===== src/rtl/idop_pkg.sv =====
// idop_pkg: shared constants, register codes and types of the image difference block
// used by every module under rtl; depends on nothing
`default_nettype none

package idop_pkg;

    // sizes
    localparam int WIDTH_MAX    = 1024;
    localparam int HEIGHT_MAX   = 4096;
    localparam int SAMPLE_W     = 16;
    localparam int ALPHA_W      = 16;
    localparam int ALPHA_SQ_W   = 2 * ALPHA_W;
    localparam int VALUE_W      = 50;
    localparam int TDATA_IN_W   = 16;
    localparam int TDATA_OUT_W  = 56;
    localparam int MODE_W       = 3;
    localparam int WIDTH_W      = 11;
    localparam int HEIGHT_W     = 13;
    localparam int CFG_IDX_W    = 2;
    localparam int CFG_DATA_W   = 16;
    localparam int POS_W        = 23;
    localparam int ROW_W        = POS_W - 1;
    localparam int COL_W        = $clog2(WIDTH_MAX);
    localparam int LINE_DEPTH   = 2 * WIDTH_MAX;
    localparam int ADDR_W       = $clog2(LINE_DEPTH);
    localparam int DIFF_W       = SAMPLE_W + 2;
    localparam int FRAC_SHIFT   = 12;
    localparam int QUEUE_DEPTH  = 4;
    localparam int QPTR_W       = $clog2(QUEUE_DEPTH);
    localparam int DIV_CNT_W    = $clog2(POS_W + 1);

    // register indexes
    localparam logic [CFG_IDX_W-1:0] REG_MODE   = 2'd0;
    localparam logic [CFG_IDX_W-1:0] REG_WIDTH  = 2'd1;
    localparam logic [CFG_IDX_W-1:0] REG_HEIGHT = 2'd2;
    localparam logic [CFG_IDX_W-1:0] REG_ALPHA  = 2'd3;

    // operator codes
    localparam logic [MODE_W-1:0] MODE_DX      = 3'd0;
    localparam logic [MODE_W-1:0] MODE_DX_T    = 3'd1;
    localparam logic [MODE_W-1:0] MODE_DX_SEC  = 3'd2;
    localparam logic [MODE_W-1:0] MODE_DY      = 3'd3;
    localparam logic [MODE_W-1:0] MODE_DY_T    = 3'd4;
    localparam logic [MODE_W-1:0] MODE_DY_SEC  = 3'd5;

    // reset values
    localparam logic [WIDTH_W-1:0]  WIDTH_RESET  = 11'd2;
    localparam logic [HEIGHT_W-1:0] HEIGHT_RESET = 13'd1;
    localparam logic [ALPHA_W-1:0]  ALPHA_RESET  = 16'd4096;

    // operator settings seen by the back end
    typedef struct packed {
        logic [MODE_W-1:0]         mode;
        logic signed [ALPHA_W-1:0] alpha;
    } idop_cfg_t;

    // one classified item travelling from front to back
    typedef struct packed {
        logic [SAMPLE_W-1:0] sample;
        logic [ADDR_W-1:0]   addr_u;
        logic [ADDR_W-1:0]   addr_0;
        logic [ADDR_W-1:0]   addr_r;
        logic [ADDR_W-1:0]   addr_l;
        logic                has_result;
        logic                first_c;
        logic                last_c;
        logic                first_r;
        logic                last_r;
        logic                frame_end;
    } idop_op_t;

    // front end status
    typedef struct packed {
        logic div_pend;
        logic div_busy;
    } idop_stat_t;

endpackage

`default_nettype wire


===== src/rtl/idop_front.sv =====
// idop_front: configuration registers, position counters and item classification
// depends on idop_pkg; re-divides the position by the new width after a width write
`default_nettype none

module idop_front (
    input  wire                               clk,
    input  wire                               rst_n,
    input  wire                               cfg_we,
    input  wire [idop_pkg::CFG_IDX_W-1:0]     cfg_index,
    input  wire [idop_pkg::CFG_DATA_W-1:0]    cfg_data,
    input  wire                               s_tvalid,
    output logic                              s_tready,
    input  wire [idop_pkg::TDATA_IN_W-1:0]    s_tdata,
    input  wire                               q_full,
    output logic                              push,
    output idop_pkg::idop_op_t                push_op,
    output idop_pkg::idop_cfg_t               cfg,
    output idop_pkg::idop_stat_t              stat
);
    import idop_pkg::*;

    logic [MODE_W-1:0]   mode_reg;
    logic [WIDTH_W-1:0]  width_reg;
    logic [HEIGHT_W-1:0] height_reg;
    logic [ALPHA_W-1:0]  alpha_reg;

    logic [POS_W-1:0]    pos_reg;
    logic [COL_W-1:0]    col_reg;
    logic [ROW_W-1:0]    row_reg;

    logic                div_pend_reg;
    logic                div_busy_reg;
    logic [DIV_CNT_W-1:0] div_cnt_reg;
    logic [COL_W-1:0]    div_rem_reg;
    logic [POS_W-1:0]    div_quo_reg;

    logic [WIDTH_W-1:0]  eff_w;
    logic [HEIGHT_W-1:0] eff_h;
    logic [ROW_W-1:0]    row_h;
    logic [WIDTH_W:0]    span;
    logic [WIDTH_W-1:0]  base;
    logic [WIDTH_W:0]    sum_0;
    logic [WIDTH_W:0]    sum_r;
    logic [WIDTH_W:0]    sum_l;
    logic                first_c;
    logic                last_c;
    logic                first_r;
    logic                last_r;
    logic                has_result;
    logic                wrap;
    logic [WIDTH_W-1:0]  rem_sh;
    logic                rem_ge;
    logic [WIDTH_W-1:0]  rem_next;
    logic [POS_W-1:0]    quo_next;

    // configuration registers
    always_ff @(posedge clk or negedge rst_n)
    begin
        if (!rst_n)
        begin
            mode_reg   <= MODE_DX;
            width_reg  <= WIDTH_RESET;
            height_reg <= HEIGHT_RESET;
            alpha_reg  <= ALPHA_RESET;
        end
        else if (cfg_we)
        begin
            unique case (cfg_index)
                REG_MODE:   mode_reg   <= cfg_data[MODE_W-1:0];
                REG_WIDTH:  width_reg  <= cfg_data[WIDTH_W-1:0];
                REG_HEIGHT: height_reg <= cfg_data[HEIGHT_W-1:0];
                REG_ALPHA:  alpha_reg  <= cfg_data[ALPHA_W-1:0];
            endcase
        end
    end

    assign cfg = '{mode: mode_reg, alpha: alpha_reg};

    // clamp width and height into their legal ranges
    always_comb
    begin
        priority if (width_reg < WIDTH_W'(2))
            eff_w = WIDTH_W'(2);
        else if (width_reg > WIDTH_W'(WIDTH_MAX))
            eff_w = WIDTH_W'(WIDTH_MAX);
        else
            eff_w = width_reg;

        priority if (height_reg == '0)
            eff_h = HEIGHT_W'(1);
        else if (height_reg > HEIGHT_W'(HEIGHT_MAX))
            eff_h = HEIGHT_W'(HEIGHT_MAX);
        else
            eff_h = height_reg;
    end

    // restoring divider step, one quotient bit a cycle
    assign rem_sh   = {div_rem_reg, div_quo_reg[POS_W-1]};
    assign rem_ge   = rem_sh >= eff_w;
    assign rem_next = rem_ge ? rem_sh - eff_w : rem_sh;
    assign quo_next = {div_quo_reg[POS_W-2:0], rem_ge};

    // classify the item at the current position
    always_comb
    begin
        row_h      = ROW_W'(eff_h);
        span       = {eff_w, 1'b0};
        first_c    = col_reg == '0;
        last_c     = {1'b0, col_reg} == eff_w - WIDTH_W'(1);
        first_r    = row_reg == ROW_W'(1);
        last_r     = row_reg == row_h;
        has_result = (row_reg != '0) && (row_reg <= row_h);
        wrap       = (row_reg > row_h) || (last_r && last_c);
        base       = {1'b0, col_reg} + (row_reg[0] ? eff_w : '0);
        sum_0      = {1'b0, base} + {1'b0, eff_w};
        sum_r      = sum_0 + (WIDTH_W+1)'(1);
        sum_l      = sum_0 - (WIDTH_W+1)'(1);
    end

    always_comb
    begin
        push_op.sample     = s_tdata[SAMPLE_W-1:0];
        push_op.addr_u     = base;
        push_op.addr_0     = (sum_0 >= span) ? ADDR_W'(sum_0 - span) : ADDR_W'(sum_0);
        push_op.addr_r     = (sum_r >= span) ? ADDR_W'(sum_r - span) : ADDR_W'(sum_r);
        push_op.addr_l     = (sum_l >= span) ? ADDR_W'(sum_l - span) : ADDR_W'(sum_l);
        push_op.has_result = has_result;
        push_op.first_c    = first_c;
        push_op.last_c     = last_c;
        push_op.first_r    = first_r;
        push_op.last_r     = last_r;
        push_op.frame_end  = last_r && last_c;
    end

    // handshake
    assign s_tready = !div_pend_reg && !div_busy_reg && !q_full;
    assign push     = s_tvalid && s_tready;

    assign stat = '{div_pend: div_pend_reg, div_busy: div_busy_reg};

    // position counters and re-division after a width change
    always_ff @(posedge clk or negedge rst_n)
    begin
        if (!rst_n)
        begin
            pos_reg      <= '0;
            col_reg      <= '0;
            row_reg      <= '0;
            div_pend_reg <= 1'b0;
            div_busy_reg <= 1'b0;
            div_cnt_reg  <= '0;
            div_rem_reg  <= '0;
            div_quo_reg  <= '0;
        end
        else
        begin
            div_pend_reg <= cfg_we && (cfg_index == REG_WIDTH);
            if (div_pend_reg)
            begin
                div_busy_reg <= 1'b1;
                div_cnt_reg  <= DIV_CNT_W'(POS_W);
                div_rem_reg  <= '0;
                div_quo_reg  <= pos_reg;
            end
            else if (div_busy_reg)
            begin
                div_rem_reg <= rem_next[COL_W-1:0];
                div_quo_reg <= quo_next;
                div_cnt_reg <= div_cnt_reg - DIV_CNT_W'(1);
                if (div_cnt_reg == DIV_CNT_W'(1))
                begin
                    div_busy_reg <= 1'b0;
                    col_reg      <= rem_next[COL_W-1:0];
                    row_reg      <= quo_next[ROW_W-1:0];
                end
            end
            else if (push)
            begin
                if (wrap)
                begin
                    pos_reg <= '0;
                    col_reg <= '0;
                    row_reg <= '0;
                end
                else
                begin
                    pos_reg <= pos_reg + POS_W'(1);
                    if (last_c)
                    begin
                        col_reg <= '0;
                        row_reg <= row_reg + ROW_W'(1);
                    end
                    else
                    begin
                        col_reg <= col_reg + COL_W'(1);
                    end
                end
            end
        end
    end

endmodule

`default_nettype wire


===== config.mk =====
export PLATFORM = sky130hd
export DESIGN_NAME = idop_front
export DESIGN_NICKNAME = d
export VERILOG_FILES = /design/src/rtl/idop_pkg.sv /design/src/rtl/idop_front.sv
export SDC_FILE = /design/constraint.sdc
export NUM_CORES = 1
export LEC_CHECK = 0
export CORE_MARGIN = 1
export CORE_UTILIZATION = 60
export DETAILED_ROUTE_END_ITERATION = 8
export DONT_BUFFER_PORTS = 1
export GPL_TIMING_DRIVEN = 0
export PLACE_DENSITY = 0.76
export SLEW_MARGIN = 20
export SYNTH_ARGS = -nofsm -noshare
export SYNTH_HDL_FRONTEND = slang
export SYNTH_SLANG_ARGS = --single-unit

===== constraint.sdc =====
create_clock -name clk -period 23.6 [get_ports clk]
set_input_delay 7.08 -clock clk [delete_from_list [all_inputs] [get_ports clk]]
set_output_delay 7.08 -clock clk [all_outputs]
set_load 0.02 [all_outputs]

==> results.sh <==
export IMPL_dpl_hpwl_um=19500
export IMPL_drive_gt1_share_pct=11.9
export IMPL_root_buffer="clkbuf_16"
export IMPL_cts_path_max_buffers=2
export IMPL_postLayoutSetupSlackWorst_ps=8260
export IMPL_grt_usage_pct=29.0
export IMPL_critPathMaxFanout=10
export IMPL_crit_family="simple AND/OR/NAND/NOR gates"
export IMPL_synth_top_family_by_area="simple AND/OR/NAND/NOR gates"
export IMPL_final_nets=1356
export IMPL_period_share_pct=65.0
export IMPL_port_buffer_count=0
export IMPL_synth_top_area_share_pct=31.4
export IMPL_end_kind="primary output"
export IMPL_path_clk_slew_ps=60
export IMPL_clk_insertion_delay_late_ps=420
export IMPL_yosysSeqAreaShare_pct=32.2
export IMPL_die_area_um2=18400
export IMPL_synth_xor_area_share_pct=7.75
export IMPL_num_rows=48
export IMPL_yosysMostFrequentCell="dfrtp_1"
export IMPL_start_kind="input pin"
export IMPL_diodes=0
export IMPL_ctsResizeCount=0
export IMPL_synth_async_sr_flop_share_pct=100
export IMPL_max_freq_mhz=65.2
export IMPL_finalHoldViolations=0
export IMPL_syn_to_final_growth_pct=8.04
export IMPL_drt_iter0_drc=594
export IMPL_slowest_stage="nor3_1"
export IMPL_setup_violations=0
export IMPL_netlist_top_cells_count="dfrtp_1 (135), nand2_1 (129), ha_1 (90), o21ai_0 (78), nor2_1 (77)"
export IMPL_dp_slack_ps=8240
export IMPL_antenna_found_initial=0
export IMPL_ys_flop_type="dfrtp_1"
export IMPL_synthSimpleGateAreaFrac_pct=17.9
export IMPL_relSlewSlack_pct=39.0
export IMPL_synth_fa_ha_area_share_pct=11.6
export IMPL_cts_num_sinks=138
export IMPL_path_cells="nor3_1 -> nand2_1 -> clkinv_1"
export IMPL_wl_per_cell_um=18.0
export IMPL_slowest_delay_ps=510
export IMPL_rsz0062_at_grt="no"
export IMPL_synth_edf_count=0
export IMPL_final_fill_count=1409
export IMPL_cts_hold_buf=0
export IMPL_first_pass_iters=5
export IMPL_drv_slew=0
export IMPL_cp_num_buf_inv=1
export IMPL_synth_nets=1337
export IMPL_synth_distinct_cells=79
export IMPL_htreeDepth=4
export IMPL_synth_compound_area_share_pct=15.8
export IMPL_grt_max_degree=139
export IMPL_grt_pass1_wl_um=41600
export IMPL_vias=8891
export IMPL_io_pins=128
export IMPL_outcome="finished, final reports clean"
export IMPL_grt_pass1_vias=8469
export IMPL_yosys_warnings=0
export IMPL_via_per_inst=6.09
export IMPL_netlist_instances=1202
export IMPL_numCtsBuffers=17
export IMPL_worst_pin_slew_ps=909
export IMPL_cp_arrival_ps=8260
export IMPL_place_congestion=0.937
export IMPL_min_period_ps=15340
export IMPL_finalClockSkew_ps=6.31
export IMPL_cts_setup_buffers=0
export IMPL_synth_area_mux_share_pct=8.81
export IMPL_tritoncts="yes"
export IMPL_synth_seq_cells=138
export IMPL_syn_area_um2=10700
export IMPL_drtAntennaViolNets=0
export IMPL_fp_dieH_um=136
export IMPL_min_path_type="register to register"
export IMPL_crit_type="input pin to primary output"
export IMPL_synth_largest_area_cell="dfrtp_1"
export IMPL_wirelength_um=26200
export IMPL_cp_required_ps=16520
export IMPL_start_util_pct=61.7
export IMPL_die_x_um=136
export IMPL_synth_area_per_cell_um2=8.94
export IMPL_synth_area_leaders="dfrtp_1 (31%), ha_1 (10%), mux2_2 (6.3%)"
export IMPL_drc=0
export IMPL_overflow=0
export IMPL_core_area_um2=17400
export IMPL_drv_cap=0
export IMPL_finalSetupTns_ps=0
## cells in the final DEF (no fill, tap or decap), drive strengths merged, types with 11 or more instances in the layout
| cell | n |
|---|---|
| dfrtp | 135 |
| nand2 | 130 |
| o21ai | 93 |
| ha | 90 |
| nor2 | 77 |
| inv | 62 |
| mux2 | 60 |
| clkbuf | 53 |
| xnor2 | 50 |
| a21oi | 46 |
| xor2 | 45 |
| buf | 39 |
| nand3 | 35 |
| nor3 | 30 |
| mux2i | 27 |
| nand2b | 20 |
| and3 | 19 |
| a22o | 19 |
| a21o | 16 |
| nor4 | 16 |
| a21boi | 14 |
| nor2b | 13 |
| nand4 | 12 |
| a211oi | 11 |
## tightest hold or removal path: cells and delay by family, from the launching register on
kind            cells  cell delay, ps
simple gates        1              60
compound gates      1              60
flops               1             370
## logic make-up (layout without fill, tap and decap cells)
logic type | count (synthesis) | in the layout
mux | 87 | 87
fa+ha+maj | 96 | 96
simple gates | 393 | 393
buf+inv | 132 | 164
compound gates | 261 | 261
xor+xnor | 95 | 95
flops | 138 | 138
## worst paths after layout
kind	cells after the start	endpoint	slack, ps	from
max in group asynchronous	0	alpha_reg[12]	16990	rst_n
min reg2reg	2	div_quo_reg[22]	530	pos_reg[22]
min	2	div_quo_reg[22]	530	pos_reg[22]
max	3	push	8260	q_full
max reg2reg	14	col_reg[7]	18520	width_reg[6]
min in group asynchronous	0	pos_reg[18]	6360	rst_n
## through the flow
| step | std cells | hold slack [ps] | area (µm²) | utilization (%) |
|---|---|---|---|---|
| after floorplan | 1202 | 472 | 10700 | - |
| after global placement | 1427 | 508 | 11000 | 63.3 |
| after detailed placement | 1427 | 511 | 11000 | 63.3 |
| after CTS | 1459 | 534 | 11600 | 66.6 |
| after global routing | 1459 | 558 | 11600 | 66.6 |
| final | 1459 | 533 | 11600 | 66.6 |
## layer usage
layer / track usage [%] / wire, µm / share of wire (%)
met5: 0 / 0 / 0
met4: 12.4 / 919 / 3.5
met3: 5.26 / 1450 / 5.5
met2: 49.5 / 12600 / 48
met1: 35.9 / 11300 / 43
## final cells by class
cell class	count	area, µm²	area share (%)
Inverter	62	233	2.01
Multi-Input combinational cell	932	6650	57.3
Sequential cell	138	3460	29.8
Tap cell	225	282	2.43
Buffer	70	404	3.48
Clock buffer	22	464	4.00
Clock inverter	10	118	1.01
Power is not shown: default switching activity piles up to over one toggle a cycle in this logic, so the estimate is an artifact.
