### config.mk
export PLATFORM = sky130hd
export DESIGN_NAME = idop_queue
export DESIGN_NICKNAME = d
export VERILOG_FILES = /design/src/rtl/idop_pkg.sv /design/src/rtl/idop_queue.sv
export SDC_FILE = /design/constraint.sdc
export NUM_CORES = 1
export LEC_CHECK = 0
export BUFFER_PORTS_ARGS = -buffer_cell sky130_fd_sc_hd__buf_2
export CAP_MARGIN = 10
export CORE_ASPECT_RATIO = 1.1
export CORE_UTILIZATION = 45
export DETAILED_ROUTE_END_ITERATION = 10
export PLACE_DENSITY = 0.71
export SLEW_MARGIN = 20
export SYNTH_ARGS = -nofsm -noshare
export SYNTH_HDL_FRONTEND = slang
export SYNTH_SLANG_ARGS = --single-unit
### constraint.sdc
create_clock -name clk -period 2.64 [get_ports clk]
set_clock_uncertainty 0.15 [all_clocks]
set_input_delay 0.396 -clock clk [delete_from_list [all_inputs] [get_ports clk]]
set_output_delay 0.396 -clock clk [all_outputs]
set_load 0.02 [all_outputs]
### src/rtl/idop_pkg.sv
// idop_pkg: shared constants, register codes and types of the image difference block
// used by every module under rtl; depends on nothing
`default_nettype none

package idop_pkg;

    // sizes
    localparam int WIDTH_MAX    = 1024;
    localparam int HEIGHT_MAX   = 4096;
    localparam int SAMPLE_W     = 16;
    localparam int ALPHA_W      = 16;
    localparam int ALPHA_SQ_W   = 2 * ALPHA_W;
    localparam int VALUE_W      = 50;
    localparam int TDATA_IN_W   = 16;
    localparam int TDATA_OUT_W  = 56;
    localparam int MODE_W       = 3;
    localparam int WIDTH_W      = 11;
    localparam int HEIGHT_W     = 13;
    localparam int CFG_IDX_W    = 2;
    localparam int CFG_DATA_W   = 16;
    localparam int POS_W        = 23;
    localparam int ROW_W        = POS_W - 1;
    localparam int COL_W        = $clog2(WIDTH_MAX);
    localparam int LINE_DEPTH   = 2 * WIDTH_MAX;
    localparam int ADDR_W       = $clog2(LINE_DEPTH);
    localparam int DIFF_W       = SAMPLE_W + 2;
    localparam int FRAC_SHIFT   = 12;
    localparam int QUEUE_DEPTH  = 4;
    localparam int QPTR_W       = $clog2(QUEUE_DEPTH);
    localparam int DIV_CNT_W    = $clog2(POS_W + 1);

    // register indexes
    localparam logic [CFG_IDX_W-1:0] REG_MODE   = 2'd0;
    localparam logic [CFG_IDX_W-1:0] REG_WIDTH  = 2'd1;
    localparam logic [CFG_IDX_W-1:0] REG_HEIGHT = 2'd2;
    localparam logic [CFG_IDX_W-1:0] REG_ALPHA  = 2'd3;

    // operator codes
    localparam logic [MODE_W-1:0] MODE_DX      = 3'd0;
    localparam logic [MODE_W-1:0] MODE_DX_T    = 3'd1;
    localparam logic [MODE_W-1:0] MODE_DX_SEC  = 3'd2;
    localparam logic [MODE_W-1:0] MODE_DY      = 3'd3;
    localparam logic [MODE_W-1:0] MODE_DY_T    = 3'd4;
    localparam logic [MODE_W-1:0] MODE_DY_SEC  = 3'd5;

    // reset values
    localparam logic [WIDTH_W-1:0]  WIDTH_RESET  = 11'd2;
    localparam logic [HEIGHT_W-1:0] HEIGHT_RESET = 13'd1;
    localparam logic [ALPHA_W-1:0]  ALPHA_RESET  = 16'd4096;

    // operator settings seen by the back end
    typedef struct packed {
        logic [MODE_W-1:0]         mode;
        logic signed [ALPHA_W-1:0] alpha;
    } idop_cfg_t;

    // one classified item travelling from front to back
    typedef struct packed {
        logic [SAMPLE_W-1:0] sample;
        logic [ADDR_W-1:0]   addr_u;
        logic [ADDR_W-1:0]   addr_0;
        logic [ADDR_W-1:0]   addr_r;
        logic [ADDR_W-1:0]   addr_l;
        logic                has_result;
        logic                first_c;
        logic                last_c;
        logic                first_r;
        logic                last_r;
        logic                frame_end;
    } idop_op_t;

    // front end status
    typedef struct packed {
        logic div_pend;
        logic div_busy;
    } idop_stat_t;

endpackage

`default_nettype wire

### src/rtl/idop_queue.sv
// idop_queue: short fifo of classified items between front and back
// depends on idop_pkg for the item type and depth
`default_nettype none

module idop_queue (
    input  wire                          clk,
    input  wire                          rst_n,
    input  wire                          push,
    input  idop_pkg::idop_op_t           push_op,
    output logic                         full,
    input  wire                          pop,
    output idop_pkg::idop_op_t           head,
    output logic                         valid,
    output logic [idop_pkg::QPTR_W:0]    level
);
    import idop_pkg::*;

    idop_op_t          slot_reg [QUEUE_DEPTH];
    logic [QPTR_W-1:0] wr_ptr_reg;
    logic [QPTR_W-1:0] rd_ptr_reg;
    logic [QPTR_W:0]   count_reg;
    logic              do_push;
    logic              do_pop;

    assign full    = count_reg == (QPTR_W+1)'(QUEUE_DEPTH);
    assign valid   = count_reg != '0;
    assign level   = count_reg;
    assign head    = slot_reg[rd_ptr_reg];
    assign do_push = push && !full;
    assign do_pop  = pop && valid;

    // storage
    always_ff @(posedge clk)
    begin
        if (do_push)
            slot_reg[wr_ptr_reg] <= push_op;
    end

    // pointers and fill level
    always_ff @(posedge clk or negedge rst_n)
    begin
        if (!rst_n)
        begin
            wr_ptr_reg <= '0;
            rd_ptr_reg <= '0;
            count_reg  <= '0;
        end
        else
        begin
            if (do_push)
                wr_ptr_reg <= wr_ptr_reg + QPTR_W'(1);
            if (do_pop)
                rd_ptr_reg <= rd_ptr_reg + QPTR_W'(1);
            if (do_push && !do_pop)
                count_reg <= count_reg + (QPTR_W+1)'(1);
            else if (do_pop && !do_push)
                count_reg <= count_reg - (QPTR_W+1)'(1);
        end
    end

endmodule

`default_nettype wire

==> metrics.csv, run 1 <==
metric,value,unit
status,completed,
numCtsBuffers,28,
syn_nets,456,
cp-end-kind,output port,
cp.depth,3,
clock_tree.buffer_depth,3,
slowest_stage,mux4_2,
fmax,392,MHz
routabilityCongestion,0.749,
drc,0,
antenna_cells,0,
synth.distinct_cells,21,
grt_pass1_wl,27.7,mm
grt-ovfl-total,0,
critical_path.endpoint,head[39],
hp-start,pop,
avgSynthCellArea,26.2,um^2
setup_viol,0,
yosysWarnings,0,
drtPass1Iterations,4,
synth_area,9960,um^2
cp_slowest_stage_delay,0.55,ns
slew_headroom,72.7,%
reg2reg_from,level[0],
cts_max_level,1,
crit_path_start_kind,flop,
start_util,46.3,%
fin_hold_ws,0.0474,ns
final_common_cell,edfxtp_1,
largest_reg_flops,264,
rows,56,
ys_ff_latch,271,
min_period,2.55,ns
crit_family,multiplexers,
path_cells,buf_16 > mux4_2 > buf_2,
fin_crit_sh,96.7,%
worstMarginPinSlew,0.409,ns
required,2.09,ns
post-dp-hpwl,10.6,mm
clk_pin_slew_worst_paths,0.06,ns
port_buffers,140,
core,21500,um^2
grt_pass1_vias,5238,
die_area,22700,um^2
seq_area_frac_synth,81.4,%
r2r_slack,0.31,ns
arrival,2.01,ns
dieWidth,144,um
reg2reg_depth,8,
maxSlewViolCount,0,
drive_gt1_share,42.4,%
post-route-util,59.1,%
grt.total_usage,16.3,%
ios,141,
cts_tree,yes,
syn_to_final_growth,27.6,%
rsz0062_at_grt,false,
final_cell_mix,"edfxtp_1 (264), buf_2 (140), dlygate4sd3_1 (67)",
hold_viol_final,0,
crit_start,rd_ptr_reg[0],
ant_nets,0,
fin_area,12700,um^2
viasPerCell,5.08,
crit_type,reg -> out,
hp-class,in -> reg,
clk_latency,0.51,ns
p_leak,0.00442,uW
routed_wl,17.9,mm
drt_iter0_markers,213,
clkSinkCount,271,
fin_nets,691,
ir_drop,0.781,mV
die_h,158,um
timing.rr.end,level[2],
power_density,1130,nW/um^2
drt-wirelength-per-cell,19.3,um
setup_tns,0,ns
vias,4705,
worstPathMaxFanout,31,
path_buf_inv,2,
grt_max_degree,45,
stdcell_count,927,
cts_root_buf,clkbuf_16,
placed_cells,807,
grt_antenna_before_repair,0,
synthCells,380,
drv_cap,0,
postPlaceCellArea,11100,um^2
cells in the mapped netlist:
| master | n | area, um^2 |
|---|---|---|
| mux4_2 | 66 | 1490 |
| buf_6 | 1 | 11.3 |
| buf_4 | 4 | 30.0 |
| dfrtp_1 | 7 | 175 |
| fa_1 | 1 | 20.0 |
| xor2_1 | 2 | 17.5 |
| nor2_1 | 1 | 3.75 |
| nor2b_1 | 1 | 6.26 |
| or3_1 | 1 | 6.26 |
| buf_12 | 3 | 60.1 |
| edfxtp_1 | 264 | 7930 |
| nor3b_2 | 1 | 12.5 |
| buf_1 | 3 | 11.3 |
| nand3_1 | 1 | 5.00 |
| xnor2_1 | 4 | 35.0 |
| ha_1 | 5 | 62.6 |
| inv_1 | 3 | 11.3 |
| nand2_1 | 1 | 3.75 |
| and2_1 | 4 | 25.0 |
| mux2_2 | 2 | 22.5 |
| buf_2 | 5 | 25.0 |
cell families after synthesis:
logic type    after synthesis  synth area share [%]
fa+ha+maj                   6                 0.829
buf+inv                    19                  1.50
flops                     271                  81.4
simple gates               10                 0.628
xor+xnor                    6                 0.528
mux                        68                  15.2
timing repair:
action                                 4_1_cts  5_1_grt
endpoints found under the hold margin      271        0
setup endpoints to repair                   58        0
buffers inserted                             1        0
hold buffers                                67        0
gates resized for setup                      2        0
power by group:
| group | switching [uW] | total [uW] | internal [uW] |
|---|---|---|---|
| Combinational | 2670 | 4680 | 2010 |
| Clock | 1510 | 3710 | 2200 |
| Sequential | 234 | 5930 | 5690 |
per-stage QoR:
stage / power, uW / setup slack (ns)
global placement: 10600 / 0.411
detailed placement: 10700 / 0.317
finish: 14300 / 0.0858
CTS: 14500 / 0.0338
floorplan: 9180 / 0.237
global route: 15000 / 0.00364
worst register-to-register path, cell delays in order, from the launching register on:
cell and delay, ns:
dfrtp_1 0.45, or3_1 0.45, nand2_1 0.13, ha_1 0.20, inv_1 0.07, fa_1 0.37
xor2_1 0.17, nor2_1 0.12, xor2_1 0.15
area by class of cell:
| type | instances | area, um^2 |
|---|---|---|
| timing repair buffer | 221 | 1620 |
| clock inverter | 19 | 146 |
| clock buffer | 33 | 741 |
| inverter | 3 | 11.3 |
| sequential | 271 | 8110 |
| fill | 1577 | 8810 |
| multi-input combinational | 90 | 1720 |
| tap | 290 | 363 |
metal layers:
| layer | global-route usage [%] | up-vias | wire length, um |
|---|---|---|---|
| met1 | 19.5 | 2439 | 7190 |
| met4 | 4.81 | 0 | 272 |
| li1 | - | 2096 | - |
| met2 | 29.4 | 148 | 9520 |
| met3 | 3.33 | 22 | 941 |
| met5 | 0 | - | 0 |
worst min path at each step:
stage,cells after the start,slack [ns],end
after global placement,1,0.09,level[0]
after detailed placement,1,0.09,level[2]
after global routing,3,0.05,rd_ptr_reg[1]
after floorplan,0,-0.05,level[0]
after CTS,3,0.03,rd_ptr_reg[0]
final,3,0.05,rd_ptr_reg[0]
(Power assumes the default switching activity.)
==> run 2: changes to the inputs <==
--- a/config.mk
+++ b/config.mk
@@ -7,10 +7,12 @@
 export LEC_CHECK = 0
 export BUFFER_PORTS_ARGS = -buffer_cell sky130_fd_sc_hd__buf_2
 export CAP_MARGIN = 10
+export CELL_PAD_IN_SITES_DETAIL_PLACEMENT = 1
+export CELL_PAD_IN_SITES_GLOBAL_PLACEMENT = 1
 export CORE_ASPECT_RATIO = 1.1
 export CORE_UTILIZATION = 45
 export DETAILED_ROUTE_END_ITERATION = 10
-export PLACE_DENSITY = 0.71
+export PLACE_DENSITY = 0.78
 export SLEW_MARGIN = 20
 export SYNTH_ARGS = -nofsm -noshare
 export SYNTH_HDL_FRONTEND = slang
==> run 2 against run 1 <==
Compared with the run above:
- combinational power grew 3%
- global-route usage up 2.4 points
- critical path depth stayed put
- sequential cell count stayed put
- worst hold slack got worse by 0.015 ns
- cell count unchanged
- utilization grew 1.0 points
- critical endpoint is now head[32]
- largest cell class unchanged
- largest power group unchanged
==> metrics.csv, run 2 (same netlist as run 1, synthesis figures left out) <==
metric,value,unit,change
rsz0062_at_grt,true,,
crit_path_start_kind,flop,,
grt.total_usage,18.7,%,+2.4 points
grt_pass1_vias,5452,,+4.1%
hold_viol_final,0,,unchanged
grt_max_degree,30,,-33%
fmax,386,MHz,-1.5%
die_area,22700,um^2,unchanged
fin_hold_ws,0.0324,ns,-0.0150 ns
largest_reg_flops,264,,unchanged
setup_viol,0,,unchanged
post-dp-hpwl,12.5,mm,+18%
ir_drop,0.771,mV,-1.4%
drc,0,,unchanged
cp-end-kind,output port,,
slowest_stage,mux4_2,,
clock_tree.buffer_depth,3,,unchanged
use_met2,33.6,%,+4.2 points
multi_input_area,1720,um^2,unchanged
start_util,46.3,%,unchanged
fin_nets,693,,+0.29%
clk_latency,0.52,ns,about the same
final_common_cell,edfxtp_1,,
grt_antenna_before_repair,0,,unchanged
path_buf_inv,2,,unchanged
use_met1,23.5,%,+4.0 points
clkSinkCount,271,,unchanged
slew_headroom,72.4,%,-0.38 points
drtPass1Iterations,4,,unchanged
rows,56,,unchanged
cts_tree,yes,,
grt-ovfl-total,0,,unchanged
die_h,158,um,unchanged
ant_nets,0,,unchanged
crit_type,reg -> out,,
routed_wl,20.6,mm,+15%
path_cells,buf_16 > mux4_2 > buf_2,,
hp-class,in -> reg,,
grt_pass1_wl,31.1,mm,+12%
final-seq-area,8110,um^2,unchanged
worstMarginPinSlew,0.415,ns,+0.00572 ns
reg2reg_depth,8,,unchanged
required,2.09,ns,about the same
crit_family,multiplexers,,
cp_slowest_stage_delay,0.55,ns,about the same
use_met3,3.02,%,-0.30 points
cp.depth,3,,unchanged
maxSlewViolCount,0,,unchanged
post-route-util,60.1,%,+1.0 points
drt-wirelength-per-cell,22.2,um,+15%
worstPathMaxFanout,25,,-19%
power_density,1170,nW/um^2,+4.2%
final_cell_mix,"edfxtp_1 (264), buf_2 (135), dlygate4sd3_1 (67)",,
port_buffers,140,,unchanged
grt-busiest-layer,met2,,
viasPerCell,5.16,,+1.7%
fin_crit_sh,98.2,%,+1.5 points
vias,4787,,+1.7%
syn_to_final_growth,29.8,%,
dieWidth,144,um,unchanged
drv_cap,0,,unchanged
status,completed,,
drive_gt1_share,43.8,%,+1.4 points
p_leak,0.00450,uW,+1.9%
routabilityCongestion,0.696,,-7.0%
numCtsBuffers,27,,-3.6%
min_period,2.59,ns,+0.0389 ns
core,21500,um^2,unchanged
clk_pin_slew_worst_paths,0.07,ns,about the same
arrival,2.05,ns,+0.04 ns
cts_root_buf,clkbuf_16,,
antenna_cells,0,,unchanged
cts_max_level,1,,unchanged
fillers,1817,,+15%
ios,141,,unchanged
min_path_cells,3,,unchanged
drt_iter0_markers,212,,-0.47%
run 2: changes by cell type in the layout (fill, tap and decap cells not counted), sizes merged:
cell	change
buf	+3
bufinv	+6
clkbuf	-1
clkinv	-11
clkinvlp	+4
inv	-1
run 2: worst min-delay path: cells and delay by family:
family / cells / cell delay (ns)
buffers and inverters: 1 / 0.11
AND/OR/NAND/NOR: 1 / 0.09
XOR/XNOR: 1 / 0.07
run 2: final timing paths:
| path | endpoint | slack (ns) | start |
|---|---|---|---|
| worst max-delay path | head[32] | 0.05 | rd_ptr_reg[0] |
| worst min-delay path | rd_ptr_reg[0] | 0.03 | pop |
| worst max register to register | level[2] | 0.31 | level[0] |
| worst min register to register | level[2] | 0.36 | level[2] |
| max in group asynchronous | rd_ptr_reg[1] | 2.06 | rst_n |
| min in group asynchronous | level[2] | 0.10 | rst_n |
run 2: repair_timing:
item                                   4_1_cts  5_1_grt
cloned                                       0        0
hold buffers                                67        0
endpoints found under the hold margin      271        0
setup buffers                                2        0
setup endpoints to repair                   53       26
gates resized for setup                      1       10
run 2: layout make-up:
class	instances	share of cell area, %
clock buffers	32	5.61
clock inverters	17	2.30
inverters	3	0.0871
multi-input cells	90	13.3
flip-flops and latches	271	62.8
well taps	290	2.81
repair buffers	224	13.2
run 2: metrics by stage:
stage / TNS [ns] / power [uW] / cells / worst slack (ns) / instance area, um^2
finish: 0 / 15200 / 927 / 0.0470 / 12900
global route: -0.449 / 15800 / 927 / -0.0425 / 12900
CTS: 0 / 15300 / 927 / 0.00105 / 12900
detailed placement: 0 / 10800 / 809 / 0.300 / 11200
global placement: 0 / 10600 / 809 / 0.408 / 11200
floorplan: 0 / 9180 / 380 / 0.237 / 9960
run 2: metal layers:
metal | up-vias | part of all wire (%)
li1 | 2097 | -
met4 | 0 | 1.7
met2 | 133 | 54
met1 | 2526 | 40
met3 | 31 | 4.5
met5 | - | 0
run 2: where the power goes:
group / internal [uW] / switching [uW]
sequential: 5690 / 353
clock: 2740 / 1580
combinational: 2130 / 2680
